## src/hw/rtl/csw_pkg.sv

```systemverilog
// Shared constants, codes and types of the counting semaphore block.
`default_nettype none

package csw_pkg;

   localparam int NUM_SEMAPHORES = 16;
   localparam int NUM_PROCESSES  = 16;

   localparam int SemSlots  = (NUM_SEMAPHORES < 16) ? NUM_SEMAPHORES : 16;
   localparam int ProcSlots = (NUM_PROCESSES < 16) ? NUM_PROCESSES : 16;
   localparam int SemIdxW   = $clog2(SemSlots);
   localparam int ProcIdxW  = $clog2(ProcSlots);
   localparam int RelCap    = ProcSlots;
   localparam int RelCntW   = $clog2(RelCap + 1);

   localparam int QueueDepth = 2;
   localparam int QPtrW      = $clog2(QueueDepth);
   localparam int QCntW      = $clog2(QueueDepth + 1);

   localparam logic [1:0] FUNC_CREATE = 2'd0;
   localparam logic [1:0] FUNC_DELETE = 2'd1;
   localparam logic [1:0] FUNC_WAIT   = 2'd2;
   localparam logic [1:0] FUNC_POST   = 2'd3;

   localparam logic signed [15:0] CountMax = 16'sh7fff;
   localparam logic signed [15:0] CountMin = 16'sh8000;

   typedef struct packed {
      logic [1:0]  func;
      logic [3:0]  sem_id;
      logic [3:0]  process_id;
      logic [14:0] initial_count;
      logic        sid_ok;
      logic        pid_ok;
   } cmd_type;

   typedef struct packed {
      logic       status;
      logic [3:0] handle;
      logic       blocked;
      logic       released_valid;
      logic [3:0] released_pid;
      logic       last;
   } rsp_type;

endpackage

`default_nettype wire

```

## src/hw/rtl/csw_front.sv

```systemverilog
// Front end: accept request beats, range-check handles and queue decoded commands.
`default_nettype none

module csw_front
   import csw_pkg::*;
(
   input  wire logic       clock,
   input  wire logic       reset,
   input  wire logic       req_valid,
   output logic            req_ready,
   input  wire logic [1:0] req_func,
   input  wire logic [3:0] req_sem_id,
   input  wire logic [3:0] req_process_id,
   input  wire logic [14:0] req_initial_count,
   output logic            cmd_valid,
   output cmd_type         cmd,
   input  wire logic       cmd_pop
);

   cmd_type            q_ff [QueueDepth];
   logic [QPtrW-1:0]   wr_ptr_ff, wr_ptr_in;
   logic [QPtrW-1:0]   rd_ptr_ff, rd_ptr_in;
   logic [QCntW-1:0]   cnt_ff, cnt_in;
   cmd_type            new_cmd;
   logic               push;

   always_comb begin
      new_cmd.func          = req_func;
      new_cmd.sem_id        = req_sem_id;
      new_cmd.process_id    = req_process_id;
      new_cmd.initial_count = req_initial_count;
      new_cmd.sid_ok        = ({1'b0, req_sem_id} < 5'(SemSlots));
      new_cmd.pid_ok        = ({1'b0, req_process_id} < 5'(ProcSlots));
   end

   assign req_ready = (cnt_ff < QCntW'(QueueDepth));
   assign push      = req_valid && req_ready;
   assign cmd_valid = (cnt_ff != '0);
   assign cmd       = q_ff[rd_ptr_ff];

   always_comb begin
      wr_ptr_in = push ? QPtrW'(wr_ptr_ff + 1'b1) : wr_ptr_ff;
      rd_ptr_in = cmd_pop ? QPtrW'(rd_ptr_ff + 1'b1) : rd_ptr_ff;
      cnt_in    = cnt_ff;
      if (push && !cmd_pop) begin
         cnt_in = QCntW'(cnt_ff + 1'b1);
      end else if (!push && cmd_pop) begin
         cnt_in = QCntW'(cnt_ff - 1'b1);
      end
   end

   always_ff @(posedge clock) begin
      if (reset) begin
         wr_ptr_ff <= '0;
         rd_ptr_ff <= '0;
         cnt_ff    <= '0;
      end else begin
         wr_ptr_ff <= wr_ptr_in;
         rd_ptr_ff <= rd_ptr_in;
         cnt_ff    <= cnt_in;
      end
   end

   always_ff @(posedge clock) begin
      if (push) begin
         q_ff[wr_ptr_ff] <= new_cmd;
      end
   end

endmodule

`default_nettype wire

```

## src/hw/rtl/csw_back.sv

```systemverilog
// Back end: semaphore table, wait-queue links, delete walker and result register.
`default_nettype none

module csw_back
   import csw_pkg::*;
(
   input  wire logic clock,
   input  wire logic reset,
   input  wire logic cmd_valid,
   input  cmd_type   cmd,
   output logic      cmd_pop,
   output logic      rsp_valid,
   input  wire logic rsp_ready,
   output rsp_type   rsp
);

   localparam logic ST_IDLE = 1'b0;
   localparam logic ST_WALK = 1'b1;

   logic                   state_ff, state_in;
   logic [RelCntW-1:0]     rem_ff, rem_in;
   logic [3:0]             walk_pid_ff, walk_pid_in;
   logic                   rsp_valid_ff, rsp_valid_in;
   rsp_type                rsp_ff, rsp_in;

   logic [SemSlots-1:0]    slot_ff;
   logic signed [15:0]     count_ff [SemSlots];
   logic [3:0]             head_ff  [SemSlots];
   logic [3:0]             tail_ff  [SemSlots];
   logic [3:0]             link_ff  [ProcSlots];

   logic                   out_free;
   logic                   load;
   logic [SemIdxW-1:0]     sidx;
   logic signed [15:0]     c;
   logic [3:0]             hd;
   logic [3:0]             tl;
   logic                   in_use;
   logic                   free_found;
   logic [SemIdxW-1:0]     free_idx;
   logic [3:0]             link_addr;
   logic [3:0]             link_val;
   logic [15:0]            mag;
   logic [RelCntW-1:0]     n_rel;

   logic                   slot_set, slot_clr;
   logic [SemIdxW-1:0]     wr_idx;
   logic                   cnt_we;
   logic signed [15:0]     cnt_wd;
   logic                   head_we;
   logic [3:0]             head_wd;
   logic                   tail_we;
   logic [3:0]             tail_wd;
   logic                   link_we;
   logic [ProcIdxW-1:0]    link_wa;
   logic [3:0]             link_wd;

   assign out_free  = !rsp_valid_ff || rsp_ready;
   assign cmd_pop   = cmd_valid && out_free && (state_ff == ST_IDLE);
   assign load      = cmd_pop || ((state_ff == ST_WALK) && out_free);
   assign rsp_valid = rsp_valid_ff;
   assign rsp       = rsp_ff;

   assign sidx   = cmd.sem_id[SemIdxW-1:0];
   assign c      = count_ff[sidx];
   assign hd     = head_ff[sidx];
   assign tl     = tail_ff[sidx];
   assign in_use = cmd.sid_ok && slot_ff[sidx];

   assign link_addr = (state_ff == ST_WALK) ? walk_pid_ff : hd;
   assign link_val  = ({1'b0, link_addr} < 5'(ProcSlots)) ?
                      link_ff[link_addr[ProcIdxW-1:0]] : 4'd0;

   assign mag   = 16'(-c);
   assign n_rel = !c[15] ? '0 :
                  (mag > 16'(RelCap)) ? RelCntW'(RelCap) : mag[RelCntW-1:0];

   always_comb begin
      free_found = 1'b0;
      free_idx   = '0;
      for (int i = SemSlots - 1; i >= 0; i--) begin
         if (!slot_ff[i]) begin
            free_found = 1'b1;
            free_idx   = SemIdxW'(i);
         end
      end
   end

   always_comb begin
      state_in     = state_ff;
      rem_in       = rem_ff;
      walk_pid_in  = walk_pid_ff;
      rsp_valid_in = rsp_valid_ff;
      rsp_in       = rsp_ff;
      slot_set     = 1'b0;
      slot_clr     = 1'b0;
      wr_idx       = sidx;
      cnt_we       = 1'b0;
      cnt_wd       = c;
      head_we      = 1'b0;
      head_wd      = 4'd0;
      tail_we      = 1'b0;
      tail_wd      = 4'd0;
      link_we      = 1'b0;
      link_wa      = tl[ProcIdxW-1:0];
      link_wd      = cmd.process_id;

      if (rsp_ready) begin
         rsp_valid_in = 1'b0;
      end

      if (state_ff == ST_WALK) begin
         if (out_free) begin
            rsp_valid_in          = 1'b1;
            rsp_in                = '0;
            rsp_in.released_valid = 1'b1;
            rsp_in.released_pid   = walk_pid_ff;
            rsp_in.last           = (rem_ff == RelCntW'(1));
            walk_pid_in           = link_val;
            rem_in                = RelCntW'(rem_ff - 1'b1);
            if (rem_ff == RelCntW'(1)) begin
               state_in = ST_IDLE;
            end
         end
      end else if (cmd_pop) begin
         rsp_valid_in = 1'b1;
         rsp_in       = '0;
         rsp_in.last  = 1'b1;
         case (cmd.func)
            FUNC_CREATE: begin
               if (free_found) begin
                  slot_set      = 1'b1;
                  wr_idx        = free_idx;
                  cnt_we        = 1'b1;
                  cnt_wd        = $signed({1'b0, cmd.initial_count});
                  head_we       = 1'b1;
                  tail_we       = 1'b1;
                  rsp_in.handle = 4'(free_idx);
               end else begin
                  rsp_in.status = 1'b1;
               end
            end
            FUNC_DELETE: begin
               if (!in_use) begin
                  rsp_in.status = 1'b1;
               end else begin
                  slot_clr = 1'b1;
                  cnt_we   = 1'b1;
                  cnt_wd   = '0;
                  head_we  = 1'b1;
                  tail_we  = 1'b1;
                  if (n_rel != '0) begin
                     rsp_in.released_valid = 1'b1;
                     rsp_in.released_pid   = hd;
                     rsp_in.last           = (n_rel == RelCntW'(1));
                     if (n_rel != RelCntW'(1)) begin
                        state_in    = ST_WALK;
                        rem_in      = RelCntW'(n_rel - 1'b1);
                        walk_pid_in = link_val;
                     end
                  end
               end
            end
            FUNC_WAIT: begin
               if (!in_use || !cmd.pid_ok) begin
                  rsp_in.status = 1'b1;
               end else begin
                  cnt_we = (c != CountMin);
                  cnt_wd = c - 16'sd1;
                  if (c <= 16'sd0) begin
                     rsp_in.blocked = 1'b1;
                     tail_we        = 1'b1;
                     tail_wd        = cmd.process_id;
                     if (c == 16'sd0) begin
                        head_we = 1'b1;
                        head_wd = cmd.process_id;
                     end else begin
                        link_we = ({1'b0, tl} < 5'(ProcSlots));
                     end
                  end
               end
            end
            FUNC_POST: begin
               if (!in_use) begin
                  rsp_in.status = 1'b1;
               end else begin
                  cnt_we = (c != CountMax);
                  cnt_wd = c + 16'sd1;
                  if (c < 16'sd0) begin
                     rsp_in.released_valid = 1'b1;
                     rsp_in.released_pid   = hd;
                     if (c < -16'sd1) begin
                        head_we = 1'b1;
                        head_wd = link_val;
                     end
                  end
               end
            end
            default: begin
               rsp_in.status = 1'b1;
            end
         endcase
      end
   end

   always_ff @(posedge clock) begin
      if (reset) begin
         state_ff     <= ST_IDLE;
         rem_ff       <= '0;
         rsp_valid_ff <= 1'b0;
         slot_ff      <= '0;
      end else begin
         state_ff     <= state_in;
         rem_ff       <= rem_in;
         rsp_valid_ff <= rsp_valid_in;
         if (slot_set) begin
            slot_ff[wr_idx] <= 1'b1;
         end else if (slot_clr) begin
            slot_ff[wr_idx] <= 1'b0;
         end
      end
   end

   always_ff @(posedge clock) begin
      walk_pid_ff <= walk_pid_in;
      rsp_ff      <= rsp_in;
      if (cnt_we) begin
         count_ff[wr_idx] <= cnt_wd;
      end
      if (head_we) begin
         head_ff[wr_idx] <= head_wd;
      end
      if (tail_we) begin
         tail_ff[wr_idx] <= tail_wd;
      end
      if (link_we) begin
         link_ff[link_wa] <= link_wd;
      end
   end

`ifndef NO_ASSERTIONS
   a_walk_has_work: assert property (@(posedge clock) disable iff (reset)
      state_ff == ST_WALK |-> rem_ff != '0)
      else $error("delete walker active with nothing left to release");

   a_pop_loads_rsp: assert property (@(posedge clock) disable iff (reset)
      cmd_pop |=> rsp_valid_ff)
      else $error("command taken but no result loaded");

   a_walk_counts_down: assert property (@(posedge clock) disable iff (reset)
      (state_ff == ST_WALK && out_free) |=> rem_ff == RelCntW'($past(rem_ff) - 1'b1))
      else $error("release count did not advance");

   a_create_marks_slot: assert property (@(posedge clock) disable iff (reset)
      (cmd_pop && cmd.func == FUNC_CREATE && free_found) |=> slot_ff[$past(free_idx)])
      else $error("created slot not marked in use");
`endif

endmodule

`default_nettype wire

```

## src/hw/rtl/counting_semaphore_wait_queues.sv

```systemverilog
// Top level of the counting semaphore table with per-semaphore wait queues.
// Requests enter a two-beat command queue and are carried out by the back end one at a
// time: create, wait, post and a delete with no waiters each give one result beat, which
// the back end loads into its result register when it takes the command from the queue.
// A delete with n waiters gives one result beat per waiter, at most sixteen, one per cycle
// while the result register is free, walking the waiter links from the head.
// A full command queue stalls the request side; a result register held full stalls the back end.
`default_nettype none

module counting_semaphore_wait_queues
   import csw_pkg::*;
(
   input  wire logic        clock,
   input  wire logic        reset,
   input  wire logic        req_tvalid,
   output logic             req_tready,
   input  wire logic [23:0] req_tdata,  // sem_id[3:0], process_id[7:4], initial_count[22:8]
   input  wire logic [1:0]  req_tuser,  // func[1:0]
   output logic             rsp_tvalid,
   input  wire logic        rsp_tready,
   output logic [15:0]      rsp_tdata,  // status[0], handle[4:1], blocked[5],
                                        // released_valid[6], released_pid[10:7]
   output logic             rsp_tlast
);

   logic    cmd_valid;
   cmd_type cmd;
   logic    cmd_pop;
   rsp_type rsp;

   csw_front u_front (
      .clock             (clock),
      .reset             (reset),
      .req_valid         (req_tvalid),
      .req_ready         (req_tready),
      .req_func          (req_tuser),
      .req_sem_id        (req_tdata[3:0]),
      .req_process_id    (req_tdata[7:4]),
      .req_initial_count (req_tdata[22:8]),
      .cmd_valid         (cmd_valid),
      .cmd               (cmd),
      .cmd_pop           (cmd_pop)
   );

   csw_back u_back (
      .clock     (clock),
      .reset     (reset),
      .cmd_valid (cmd_valid),
      .cmd       (cmd),
      .cmd_pop   (cmd_pop),
      .rsp_valid (rsp_tvalid),
      .rsp_ready (rsp_tready),
      .rsp       (rsp)
   );

   assign rsp_tdata = {5'd0, rsp.released_pid, rsp.released_valid, rsp.blocked,
                       rsp.handle, rsp.status};
   assign rsp_tlast = rsp.last;

endmodule

`default_nettype wire

```

## config.mk

```make
export PLATFORM = sky130hd
export DESIGN_NAME = counting_semaphore_wait_queues
export DESIGN_NICKNAME = d
export VERILOG_FILES = /design/src/hw/rtl/csw_pkg.sv /design/src/hw/rtl/csw_front.sv /design/src/hw/rtl/csw_back.sv /design/src/hw/rtl/counting_semaphore_wait_queues.sv
export SDC_FILE = /design/constraint.sdc
export NUM_CORES = 1
export LEC_CHECK = 0
export BUFFER_PORTS_ARGS = -buffer_cell sky130_fd_sc_hd__buf_2
export CORE_UTILIZATION = 35
export DETAILED_ROUTE_END_ITERATION = 8
export GPL_TIMING_DRIVEN = 0
export HOLD_SLACK_MARGIN = 0.12
export PLACE_DENSITY_LB_ADDON = 0.08
export SYNTH_ARGS = -nofsm -noshare
export SYNTH_HDL_FRONTEND = slang
export SYNTH_HIERARCHICAL = 1
export SYNTH_SLANG_ARGS = --single-unit
```

## constraint.sdc

```tcl
create_clock -name clock -period 9.65 [get_ports clock]
set_clock_uncertainty 0.05 [all_clocks]
set_input_delay 0 -clock clock [delete_from_list [all_inputs] [get_ports clock]]
set_output_delay 0 -clock clock [all_outputs]
set_load 0.05 [all_outputs]
```

==> results by group <==
STA
  – Final Hold Slack: 0.266 ns
  – Fmax: 0.125 GHz
  – Period utilization: 82.9%
  – Final worst slack: 1.65 ns
  – Slew HR: 3.90%
  – Unrepaired setup endpoints after global routing: false
  – Worst-Margin Slew: 1.43 ns
  – Slew Limit Fails: 0
  – Final hold vios: 0
  – Final Critical Period: 8.00 ns
  – Final setup viols: 0
  – Final TNS setup: 0 ns

Clocking
  – Clk_lat worst skew: 0.65 ns
  – Sink Count: 542
  – Setup bufs post-CTS: 0
  – Num CTS Buffers: 59
  – Post_cts resized: 0
  – CTS max path bufs: 3
  – CTS tree: done
  – CTS root buffer: clkbuf_16
  – H-tree Lvls: 2
  – Worst-path clk slew: 0.05 ns
  – Cts hold-fix bufs: 53

Die
  – Die area: 68,500 sq um
  – Die W: 262 um
  – # rows: 94
  – Core area: 66,200 sq um
  – IO Pins: 49
  – Chip height: 262 um
  – Initial Utilization: 35.7%

Cells and area
  – Area delta synth->final: 17.3%
  – Filler cell count: 5,972
  – Fraction of layout cells with a size suffix above 1: 21.9%
  – Multi-input logic area: 7220 sq um
  – Non-filler cells in the finished layout: 2,543
  – Antenna cells: 0
  – Nets: 1,671
  – Storage cell area: 16,000 sq um

Global route
  – GRT overflow: 0
  – GRT Resource Usage Total: 19.1%
  – Largest net degree at the start of global routing: 26
  – Initial antenna violation count: 0
  – First-pass GRT wire length: 94.8 mm
  – Vias in the first global route: 13,900

Placement
  – Hpwl dp: 44.3 mm
  – Port Buffers: 42
  – GPL Wtd Cong: 0.903
  – Placed cell count: 2,379
  – Pre-CTS WS: 1.47 ns

Route
  – Routed vias/inst: 5.43
  – Routed Antenna Nets: 0
  – Routed via count: 13,800
  – First DRT Iteration DRCs: 1,149
  – Drt pass-1 iters: 7
  – Post-route DRC violation count: 0
  – Total routed wirelength: 64.7 mm
  – Avg WL per Cell: 25.5 um

Run status
  – Status: completed

Setup path
  – Max incr delay on CP: 0.99 ns
  – Crit-path cells: buf_2, buf_6, mux2_2, buf_2, buf_6, buf_2, buf_2, buf_2, buf_1, buf_2, mux4_2, mux4_2, mux2i_1, buf_4, mux4_2, mux2i_1, a21oi_1, a22oi_1, nor2_1
  – R2R cell count: 19
  – Worst-path fanout max: 16
  – Critical path depth: 19
  – Crit. End Element: flop
  – Buffers & Inverters on Critical Path: 10
  – CP required: 9.82 ns
  – Critical path launch point type: flop
  – Setup Crit Path Kind: flop to flop
  – Delay-heaviest family, CP: buffers and inverters
  – Most Frequent Cell on Critical Path: buf_2
  – Crit path arrival time: 8.17 ns
  – CP max stage cell: nor2_1

Synthesis
  – Post-synth EDFFs: 514
  – Top cell type's share of synthesized area: 65.3%
  – Syn_area_per_cell: 16.3 sq um
  – Top cells by area, synth: edfxtp_1, mux4_2, dfxtp_1
  – Synth Flop Type: edfxtp_1
  – Area leader, netlist: edfxtp_1
  – Yosys reg bits: 542
  – Top post-synthesis cells by count: edfxtp_1, nor2_1, mux4_2
  – Sequential element share of the synthesized area: 67.7%
  – Most frequent cell after synthesis: edfxtp_1
  – Mapped cell area: 23,600 sq um
  – Asr flop ratio synth: 0%
  – Yosys Warn Count: 6
  – Count of cell types in the netlist: 83
  – Gate Count Post-Synth: 1,451

Hold path
  – Hold Crit Depth: 3
  – Hold Path Class: input pin to flop

Power
  – Final Power: 7.80 mW
  – VDD IR max: 148 uV
  – P_leak: 9.19 nW
  – Power Dens Cells: 282 nW/um^2

Flow run
  – Max-Cap Viols: 0
[layout make-up]
cell class,count,share of cell area [%]
Tap cell,864,3.90
Timing Repair Buffer,113,3.49
Clock buffer,73,5.63
Sequential cell,542,57.7
Multi-Input combinational cell,816,26.0
Buffer,75,1.71
Clock inverter,37,1.20
Inverter,23,0.311
[cells in the final DEF, fill, tap and decap left out, drive strengths merged, types with 23 or more instances in the layout]
cell type,synthesis,final
dlygate4sd3,0,53
o21ai,56,56
edfxtp,514,514
mux4,124,124
dfxtp,28,28
mux2,36,36
nor2b,25,25
clkbuf,32,105
mux2i,30,30
nor3,25,25
inv,22,23
a21oi,50,50
buf,43,103
nor2,127,127
nand3,27,27
nand2,101,101
clkinv,1,33
[stage by stage]
stage                     cell area [sq um]  utilization, %
after CTS                             27700            41.8
final                                 27700            41.9
after detailed placement              25300            38.2
after floorplan                       23600               -
after global routing                  27700            41.9
after global placement                24900            37.7
[routing by layer]
| metal | share of wire (%) | global-route usage, % | vias up |
|---|---|---|---|
| met3 | 4.3 | 2.52 | 82 |
| met2 | 48 | 31.7 | 368 |
| met1 | 45 | 26.7 | 7215 |
| met4 | 2.0 | 4.52 | 0 |
| met5 | 0 | 0 | - |
| li1 | - | - | 6136 |
[flip-flops by register name, indices dropped and copies added, names as in the netlist, 2 cells and up, named ones only]
name and cells:
u_front/cnt_ff 2, u_back/head_ff 64, u_back/rem_ff 5, u_back/rsp 12, u_front/q_ff 50, u_back/walk_pid_ff 4
u_back/link_ff 64, u_back/tail_ff 64, u_back/count_ff 256
[worst min-delay path: stages]
cell,delay [ns]
dlygate4sd3_1,0.56
buf_2,0.22
nor2_1,0.12
[kinds of logic (layout without fill, tap and decap cells)]
group,Yosys count,after routing,share of synthesized area (%)
adder cells (fa/ha/maj),11,11,0.583
other,2,7,0.0318
buffers and inverters,98,321,2.37
AND/OR/NAND/NOR,389,389,7.95
flip-flops,542,542,67.7
XOR/XNOR,19,19,0.704
AO/OA/AOI/OAI,200,200,5.49
multiplexers,190,190,15.2
[where the power goes]
group	switching, mW	internal, mW	total (mW)
clock	0.931	1.25	2.19
sequential	0.0307	3.04	3.08
combinational	1.73	0.811	2.54
total	2.70	5.11	7.80
[final timing paths]
kind                     startpoint              endpoint  slack [ns]
setup / recovery               flop  u_back/head_ff[7][1]        1.65
hold / removal                reset     u_front/rd_ptr_ff        0.27
setup reg to reg               flop  u_back/head_ff[7][1]        1.65
hold reg to reg   u_front/rd_ptr_ff     u_front/rd_ptr_ff        0.46
(Power assumes the default switching activity.)
